--- config.mk ---
export PLATFORM = sky130hd
export DESIGN_NAME = min_priority_queue_core
export DESIGN_NICKNAME = d
export VERILOG_FILES = /design/src/mpq_pkg.sv /design/src/mpq_min_unit.sv /design/src/min_priority_queue_core.sv
export SDC_FILE = /design/constraint.sdc
export NUM_CORES = 1
export LEC_CHECK = 0
export BUFFER_PORTS_ARGS = -buffer_cell sky130_fd_sc_hd__buf_4
export CORE_ASPECT_RATIO = 2
export CORE_MARGIN = 4
export CORE_UTILIZATION = 39
export CTS_BUF_LIST = sky130_fd_sc_hd__clkbuf_16
export CTS_CLUSTER_SIZE = 40
export DETAILED_ROUTE_END_ITERATION = 8
export GPL_ROUTABILITY_DRIVEN = 0
export PLACE_DENSITY = 0.55
export REMOVE_ABC_BUFFERS = 1
export SLEW_MARGIN = 10
export SYNTH_ARGS = -nofsm -noshare
export SYNTH_HDL_FRONTEND = slang
export SYNTH_SLANG_ARGS = --single-unit
--- constraint.sdc ---
create_clock -name clk -period 11.1 [get_ports clk]
set_clock_uncertainty 0.15 [all_clocks]
set_input_delay 1.665 -clock clk [delete_from_list [all_inputs] [get_ports clk]]
set_output_delay 1.665 -clock clk [all_outputs]
set_load 0.005 [all_outputs]
--- src/mpq_pkg.sv ---
// Shared definitions for the minimum priority queue: sizes, codes and payload types.
// Used by mpq_min_unit and min_priority_queue_core; depends on nothing else.
package mpq_pkg;

  // Capacity of the entry store and the widths that follow from it.
  localparam int DEPTH = 16;
  localparam int IDX_W = $clog2(DEPTH);
  localparam int CNT_W = $clog2(DEPTH + 1);

  // Fixed field widths of the transaction payloads.
  localparam int TAG_W    = 8;
  localparam int KEY_W    = 32;
  localparam int STATUS_W = 2;
  localparam int OCC_W    = 5;

  // Operation codes.
  localparam logic KIND_INSERT = 1'b0;
  localparam logic KIND_REMOVE = 1'b1;

  // Result status codes.
  localparam logic [STATUS_W-1:0] ST_DONE  = 2'd0;
  localparam logic [STATUS_W-1:0] ST_EMPTY = 2'd1;
  localparam logic [STATUS_W-1:0] ST_FULL  = 2'd2;

  // One command transaction.
  typedef struct packed {
    logic                    kind;
    logic [TAG_W-1:0]        tag_in;
    logic signed [KEY_W-1:0] key_in;
  } cmd_t;

  // One response transaction.
  typedef struct packed {
    logic [STATUS_W-1:0]     status;
    logic [TAG_W-1:0]        tag_out;
    logic signed [KEY_W-1:0] key_out;
    logic [OCC_W-1:0]        occupancy;
  } rsp_t;

  // One stored entry.
  typedef struct packed {
    logic [TAG_W-1:0]        tag;
    logic signed [KEY_W-1:0] key;
  } entry_t;

  // Running minimum reported by the compare unit.
  typedef struct packed {
    logic [IDX_W-1:0] idx;
    entry_t           entry;
  } best_t;

endpackage

--- src/mpq_min_unit.sv ---
// Shared running-minimum unit: one signed key comparator and the best-so-far register.
// Depends on mpq_pkg for the entry and result types.
module mpq_min_unit (
  input  logic                       clk,
  input  logic                       en,
  input  logic                       first,
  input  logic [mpq_pkg::IDX_W-1:0]  idx,
  input  mpq_pkg::entry_t            entry,
  output mpq_pkg::best_t             best
);

  logic take;

  // Strictly smaller replaces the held entry, so the earliest wins on equal keys.
  assign take = first || (entry.key < best.entry.key);

  // Best-so-far register, loaded by the first entry of a scan and by any strictly smaller key.
  always_ff @(posedge clk) begin
    if (en && take) begin
      best.idx   <= idx;
      best.entry <= entry;
    end
  end

endmodule

--- src/min_priority_queue_core.sv ---
// Top level of the bounded minimum priority queue with linear-scan removal.
// Depends on mpq_pkg and instantiates mpq_min_unit.
//
//   Channel | Signals                     | Transaction
//   --------+-----------------------------+-------------------------------------
//   command | cmd_valid, cmd_stall, cmd   | insert (tag, key) or remove smallest
//   result  | rsp_valid, rsp_stall, rsp   | status, removed tag/key, occupancy
//
// Inserts, full or not, and a remove on an empty queue go straight to the finish step.
// A remove scans the held entries, one scan read a cycle through the single store
// read port, then moves every entry behind the removed one down by one place, one
// shift a cycle to close the gap.
// Reset is synchronous and empties the queue; the store itself is not cleared.
// cmd_stall is high while a transaction is in progress; a finished result waits in
// the output register while rsp_stall is high and the next command may still be taken.
module min_priority_queue_core (
  input  logic          clk,
  input  logic          rst,
  input  logic          cmd_valid,
  output logic          cmd_stall,
  input  mpq_pkg::cmd_t cmd,
  output logic          rsp_valid,
  input  logic          rsp_stall,
  output mpq_pkg::rsp_t rsp
);

  localparam int IDX_W = mpq_pkg::IDX_W;
  localparam int CNT_W = mpq_pkg::CNT_W;
  localparam int OCC_W = mpq_pkg::OCC_W;
  localparam logic [CNT_W-1:0] CAPACITY = CNT_W'(mpq_pkg::DEPTH);

  typedef enum logic [2:0] {
    S_IDLE,
    S_SCAN,
    S_CSTART,
    S_COMPACT,
    S_FINISH
  } state_t;

  state_t                         state;
  logic [CNT_W-1:0]               count;
  logic [CNT_W-1:0]               count_next;
  logic [CNT_W-1:0]               scan_idx;
  logic [IDX_W-1:0]               pend_idx;
  logic [IDX_W-1:0]               cidx;
  logic [CNT_W-1:0]               cidx_ahead;
  logic [CNT_W-1:0]               best_after;
  logic                           is_remove;
  logic [mpq_pkg::STATUS_W-1:0]   res_status;

  // Entry store: one write and one registered read a cycle.
  mpq_pkg::entry_t                store [mpq_pkg::DEPTH];
  mpq_pkg::entry_t                rd_data;
  logic [IDX_W-1:0]               rd_addr;
  logic                           wr_en;
  logic [IDX_W-1:0]               wr_addr;
  mpq_pkg::entry_t                wr_data;

  mpq_pkg::best_t                 best;
  logic                           min_en;
  logic                           room;

  assign cmd_stall  = (state != S_IDLE);
  assign room       = (count < CAPACITY);
  assign cidx_ahead = CNT_W'(cidx) + CNT_W'(2);
  assign best_after = CNT_W'(best.idx) + CNT_W'(1);
  assign min_en     = (state == S_SCAN);

  // Occupancy after the transaction in progress.
  always_comb begin
    if (res_status != mpq_pkg::ST_DONE) begin
      count_next = count;
    end else if (is_remove) begin
      count_next = count - CNT_W'(1);
    end else begin
      count_next = count + CNT_W'(1);
    end
  end

  // Store address and write selection for each step of the sequencer.
  always_comb begin
    rd_addr = '0;
    wr_en   = 1'b0;
    wr_addr = cidx;
    wr_data = rd_data;
    unique case (state)
      S_IDLE: begin
        if (cmd_valid && (cmd.kind == mpq_pkg::KIND_INSERT) && room) begin
          wr_en   = 1'b1;
          wr_addr = count[IDX_W-1:0];
          wr_data = '{tag: cmd.tag_in, key: cmd.key_in};
        end
      end
      S_SCAN: begin
        rd_addr = scan_idx[IDX_W-1:0];
      end
      S_CSTART: begin
        rd_addr = best_after[IDX_W-1:0];
      end
      S_COMPACT: begin
        wr_en   = 1'b1;
        rd_addr = cidx_ahead[IDX_W-1:0];
      end
      S_FINISH: begin
        rd_addr = '0;
      end
      default: begin
        rd_addr = '0;
      end
    endcase
  end

  // Store write port and registered read port.
  always_ff @(posedge clk) begin
    if (wr_en) begin
      store[wr_addr] <= wr_data;
    end
    rd_data <= store[rd_addr];
  end

  // Shared comparator, fed one stored entry a cycle during the scan.
  mpq_min_unit u_min (
    .clk   (clk),
    .en    (min_en),
    .first (pend_idx == '0),
    .idx   (pend_idx),
    .entry (rd_data),
    .best  (best)
  );

  // Sequencer, fill count and result register.
  always_ff @(posedge clk) begin
    if (rst) begin
      state     <= S_IDLE;
      count     <= '0;
      rsp_valid <= 1'b0;
    end else begin
      // A finishing transaction refills the result register itself.
      if (rsp_valid && !rsp_stall && (state != S_FINISH)) begin
        rsp_valid <= 1'b0;
      end
      unique case (state)
        S_IDLE: begin
          if (cmd_valid) begin
            is_remove <= (cmd.kind == mpq_pkg::KIND_REMOVE);
            if (cmd.kind == mpq_pkg::KIND_INSERT) begin
              res_status <= room ? mpq_pkg::ST_DONE : mpq_pkg::ST_FULL;
              state      <= S_FINISH;
            end else if (count == '0) begin
              res_status <= mpq_pkg::ST_EMPTY;
              state      <= S_FINISH;
            end else begin
              res_status <= mpq_pkg::ST_DONE;
              scan_idx   <= CNT_W'(1);
              pend_idx   <= '0;
              state      <= S_SCAN;
            end
          end
        end
        S_SCAN: begin
          if (scan_idx < count) begin
            pend_idx <= scan_idx[IDX_W-1:0];
            scan_idx <= scan_idx + CNT_W'(1);
          end else begin
            state <= S_CSTART;
          end
        end
        S_CSTART: begin
          cidx <= best.idx;
          if (best_after < count) begin
            state <= S_COMPACT;
          end else begin
            state <= S_FINISH;
          end
        end
        S_COMPACT: begin
          cidx <= cidx + IDX_W'(1);
          if (!(cidx_ahead < count)) begin
            state <= S_FINISH;
          end
        end
        S_FINISH: begin
          if (!rsp_valid || !rsp_stall) begin
            rsp_valid     <= 1'b1;
            rsp.status    <= res_status;
            rsp.occupancy <= OCC_W'(count_next);
            if (is_remove && (res_status == mpq_pkg::ST_DONE)) begin
              rsp.tag_out <= best.entry.tag;
              rsp.key_out <= best.entry.key;
            end else begin
              rsp.tag_out <= '0;
              rsp.key_out <= '0;
            end
            count <= count_next;
            state <= S_IDLE;
          end
        end
        default: begin
          state <= S_IDLE;
        end
      endcase
    end
  end

  // The fill count never passes the capacity.
  assert property (@(posedge clk) disable iff (rst) count <= CAPACITY)
    else $error("fill count above capacity");

  // The entry chosen by the scan lies within the held entries.
  assert property (@(posedge clk) disable iff (rst)
    (state == S_CSTART) |-> (CNT_W'(best.idx) < count))
    else $error("scan chose an entry outside the queue");

  // Every shift writes a slot that is followed by a held entry.
  assert property (@(posedge clk) disable iff (rst)
    (state == S_COMPACT) |-> ((CNT_W'(cidx) + CNT_W'(1)) < count))
    else $error("compaction ran past the last entry");

  // A finishing transaction with a free result register presents its result next cycle.
  assert property (@(posedge clk) disable iff (rst)
    ((state == S_FINISH) && (!rsp_valid || !rsp_stall)) |=> (rsp_valid && (state == S_IDLE)))
    else $error("result not presented on completion");

  // A remove on an empty queue is only reported when the queue is empty.
  assert property (@(posedge clk) disable iff (rst)
    ((state == S_FINISH) && (res_status == mpq_pkg::ST_EMPTY)) |-> (count == '0))
    else $error("empty status with entries held");

endmodule

Word level (Yosys, flattened, before mapping):

Memories as Yosys holds them, arrays and structs flattened. A register that Yosys moved wholly into a read port is not among the register bits.
Index checks and enable logic that the tools add are counted.

* eq/ne operators: 12
* add/sub/neg operators: 6
* multiplexer cells: 36
* reductions and logical operators: 24
* order comparisons: 5
* bitwise logic cells: 2

Operators by type and width (count)
* $mux W40: 2
* $lt A32 B32 Y1: 1
* $mux W5: 6
* $mux W4: 6
* $mux W3: 7
* $pmux W4 S2: 2
* $lt A5 B5 Y1: 3
* $pmux W3 S5: 1
* $ne A2 B2 Y1 const B: 7
* $pmux W4 S3: 1
* $add A5 B1 Y5 const B: 2
* $pmux W5 S2: 1
* $mux W1: 7
* $eq A3 B2 Y1 const B: 2
* $logic_and A1 B1 Y1: 6
* $reduce_and A3 Y1: 2
* $reduce_and A6 Y1: 1
* $reduce_bool A2 Y1: 3
* $add A4 B1 Y5 const B: 1
* $add A4 B2 Y5 const B: 1
* $logic_not A5 Y1: 1
* $lt A5 B5 Y1 const B: 1
* $sub A5 B1 Y5 const B: 1
* $add A4 B1 Y4 const B: 1
* 14 further kinds: 19

* memories kept: 1
* output and inout bits: 49
* input port bits: 45
* RAM bits: 640
* logic and storage cells: 101
* register bits: 116

Memory list
* store: words 16, bits a word 40, rd ports 1, clocked after Yosys merged registers in 1, write ports 1, line min_priority_queue_core.sv:52 `mpq_pkg::entry_t store [mpq_pkg::DEPTH];`

Logic depth before layout (Yosys ltp):

* word-level depth: 7
* depth in mapped cells: 9
* mapped depth without buffers: 8

Hierarchy:

From an unflattened synthesis, not the netlist that was laid out.

* cell total of the unflattened synthesis: 2290
* area, all modules: 32273.5 µm²

By module, submodules not included
* min_priority_queue_core: sequential area each 22091.2 µm², cells an instance 2128, area each 30131.4 µm², instances 1
* mpq_min_unit: sequential area each 1321.3 µm², cells an instance 162, area each 2142.1 µm², instances 1

Worst setup path before layout:

Ideal clock, no wire load.

* path type: register -> register
* start: reg u_min.best[1] (netlist name)
* end: reg u_min.best[0] (netlist name)
* path buffers: 0
* arrival: 5.587 ns
* library setup time: 0.555 ns
* slack: 4.808 ns
* cell stages (with the launch flop): 8
* clock period less this slack: 6.292 ns
* data required time: 10.395 ns
* cells stage by stage: edfxtp_1 -> inv_1 -> ha_1 -> a2111oi_0 -> nor3_1 -> o311ai_1 -> a21oi_1 -> nor4_1

* cells in the longest elaborated chain, start to end: 3

Ends and longest elaborated chain
* $lt A32 B32 Y1: line mpq_min_unit.sv:15 `assign take = first || (entry.key < best.entry.key);`
* $logic_or A1 B1 Y1: line mpq_min_unit.sv:15
* $logic_and A1 B1 Y1: line mpq_min_unit.sv:19 `if (en && take) begin`

No other way between the ends.
A chain may end at the register's enable or synchronous reset.

Final worst setup path:

* start: reg state[1]
* end: reg rd_data[37] (netlist name)

* cells in the longest elaborated chain, start to end: 2
* elaborated cells on any way between the ends: 4
* classes of those cells: eq/ne (3); mux (1)

Ends and longest elaborated chain
* start, declared: line min_priority_queue_core.sv:40 `state_t state;`
* start signal, assigned: line min_priority_queue_core.sv:134 `state <= S_IDLE;`
* start signal, assigned: line min_priority_queue_core.sv:148 `state <= S_FINISH;`
* start signal, assigned: line min_priority_queue_core.sv:151 `state <= S_FINISH;`
* $eq A3 B2 Y1 / $eq A3 B1 Y1 (equally long branches): line min_priority_queue_core.sv:86 `unique case (state)`
* $pmux W4 S3 (*): line min_priority_queue_core.sv:86

Mark *: on every way between the ends. The rest lies on a longest branch, timed or not.

==> impl_results.md <==
- CP Class: register to register
- CP Launch Type: register
- Crit path max fanout: 58
- Slew HR: about 27%
- Asr flop ratio synth: 0%
- Max-cap viol count: 0
- Setup violators final: 0
- Placeable Area: a little over 0.08 mm²
- Final hold violation count: 0
- Hold Buf Count CTS: 0
- HP Class: register to register
- Delay-heaviest family, CP: buffers and inverters
- GR Overflow Total: 0
- Avg Cell Area, Syn: between 15 and 20 µm²
- Die ar.: about 0.087 mm²
- Placement-stage cell area: around 0.034 mm²
- Outcome: completed
- Drt pass-1 iters: 4
- Vias/cell: 5.306
- CP arrival: about 5300 ps
- Worst Setup Slack, final: 6183 ps
- RSZ-0062 raised after global routing: false
- Tmin final: a little under 5000 ps
- Clock sinks: 796
- Row count: between 100 and 150
- Number of flops mapped to enable cells by yosys: approximately 750
- Register bit total from synthesis: 796
- Post-cts sizing count: 0
- CP Cell Sequence: inv_2, mux2i_1, a211oi_4, buf_4, buf_4, buf_4, mux2i_1, mux4_2, mux2i_1
- First-pass GRT wire length: approximately 110,000 µm
- Post-Layout Inst Area: ~0.036 mm²
- Max Freq: roughly 0.20 GHz
- Die W: between 200 and 250 µm
- DRT iter0 DRCs: ~1,100
- DR WL/cell: between 20 and 30 µm
- Power per cell area: about 240 mW/mm²
- WP buf/inv: 4
- Largest net degree at the start of global routing: 81
- # IOs: 94
- CP endpoint kind: register
- Fin nets: about 2,000
- GRT Resource Usage Total: roughly 18%
- Worst EP required: approximately 11,000 ps
- Post-CTS Setup Bufs: 0
- Distinct cells, synth: 52
- Delay of the slowest critical-path stage: between 900 and 1000 ps
- Tcrit/Tclk final: around 44%
- Layout cell share with drive strength beyond 1: between 15 and 20%
- Final slew viol count: 0
- Post-DP HPWL: between 40,000 and 50,000 µm
- Vias: between 15,000 and 20,000
- DRC viols: 0
- CTS root buf: clkbuf_16
- Maximum VDD drop: around 130 µV
- Leakage power figure: roughly 12 nW
- CTS clock-pin slew for the worst setup and hold paths: roughly 70 ps
- Top_reg_cell synth: edfxtp_1
- WL final: between 70,000 and 80,000 µm
- Worst-Margin Slew: between 1000 and 1500 ps
- Remaining antenna violation count after routing: 0
- Clk_lat worst skew: 630 ps
- Synth-to-Final Area Change: 12.73%
- Syn Inst Count: roughly 1,800
- Setup_tns: 0 ps
- CTS buffer count: 69
- Pre-CTS WS: between 5000 and 6000 ps
- CP max stage cell: buf_4
- Yosys warning count: 0
- Number of global-route vias before repair: 16,860
- Clock H-tree levels: 3
- Max clock buf depth: 3
- CTS tree: built
- PortBufs: 93
- Sequential share of the synthesized area: between 70% and 80%
- Initial antenna violation count: 1
- Initial core utilization: about two fifths
- Die height: 413.9 µm
- Mapped cell area: about 0.032 mm²
state kept, by name (all words and copies together) (netlist names):
register    count
rsp_valid       1
u_min.best     44
rsp            47
store         640
scan_idx        5
rd_data        40
cidx            4
pend_idx        4
state           3
count           5
is_remove       1
res_status      2
layer usage:
metal	wire, µm	GRT usage [%]	vias to the layer above
li1	-	-	7222
met1	30350	21.16	8356
met2	41170	32.30	332
met3	3004	2.728	93
met4	1849	5.079	0
met5	0	0	-
placed cells by master (no fill, tap or decap), drive strengths merged, types with 3 or more instances in the layout:
cell,synthesis,routed
edfxtp,747,747
mux2i,362,362
nand2,146,146
buf,57,127
mux4,80,80
clkbuf,23,72
inv,45,69
ha,50,50
dfxtp,49,49
nor3,43,43
nor2,42,42
a21oi,24,24
clkinv,1,20
and3,17,17
o21ai,14,14
a21o,11,11
nand3,11,11
nand4,9,9
xnor2,8,8
a31oi,6,6
bufinv,0,6
xor2,5,5
nand2b,4,4
nor4,4,4
or2,3,3
a22oi,3,3
clkinvlp,0,3
mux2,3,3
logic make-up (layout without fill, tap and decap cells):
family,after synthesis,after routing,share of synthesized area [%]
other,0,2,0
xor gates and xnor gates,13,13,0.3544
buffers and inverters,126,297,2.333
DFF,796,796,72.87
AOI/OAI and AO/OA,77,77,1.550
and+or+nand+nor,285,285,3.891
muxes,445,445,16.99
adders and majority gates,51,51,2.010
stage by stage:
stage                     cells  hold WS [ps]  utilization (%)  power, mW
after floorplan            1713         258.1                -      6.462
after global placement     2890         273.4            41.74      6.306
after detailed placement   2890         277.7            41.74      6.373
after CTS                  3014         298.9            44.44      8.758
after global routing       3014         308.3            44.44      9.056
final                      3016         297.2            44.45      8.653
final timing paths:
kind / start / end / slack [ps] / depth (start not counted)
max reg2reg: state[1] / rd_data[37] / 6180 / 9
max: state[1] / rd_data[37] / 6180 / 9
min: rd_data[34] / u_min.best[34] / 300 / 0
min reg2reg: rd_data[34] / u_min.best[34] / 300 / 0
power breakdown:
group | total, mW | internal [mW] | switching, mW
Combinational | 2.14 | 0.819 | 1.32
Clock | 2.38 | 1.32 | 1.06
Sequential | 4.14 | 3.96 | 0.176
cell usage after synthesis (3+ instances only):
cell type / instances / area share [%]
a21o_1: 11 / 0.26
a21oi_1: 24 / 0.37
a22oi_1: 3 / 0.070
a31oi_1: 6 / 0.12
and3_1: 17 / 0.33
buf_1: 3 / 0.035
buf_2: 20 / 0.31
buf_6: 33 / 1.2
clkbuf_1: 23 / 0.27
dfxtp_1: 49 / 3.1
edfxtp_1: 747 / 70
ha_1: 50 / 1.9
inv_1: 43 / 0.50
mux2i_1: 362 / 11
mux4_2: 80 / 5.6
nand2_1: 146 / 1.7
nand2b_1: 4 / 0.078
nand3_1: 11 / 0.17
nand4_1: 9 / 0.18
nor2_1: 42 / 0.49
nor3_1: 43 / 0.67
nor4_1: 4 / 0.078
o21ai_0: 12 / 0.19
or2_2: 3 / 0.058
xnor2_1: 8 / 0.22
xor2_1: 5 / 0.14
area by class of cell:
type	instances	area, µm²
diodes	2	5.005
clock buffers	72	1802
clock inverters	52	401.6
fillers	7030	45260
inverters	46	172.7
multi-input cells	871	8144
flip-flops and latches	796	23410
well taps	1050	1314
repair buffers	127	965.9
(Power assumes the default switching activity.)
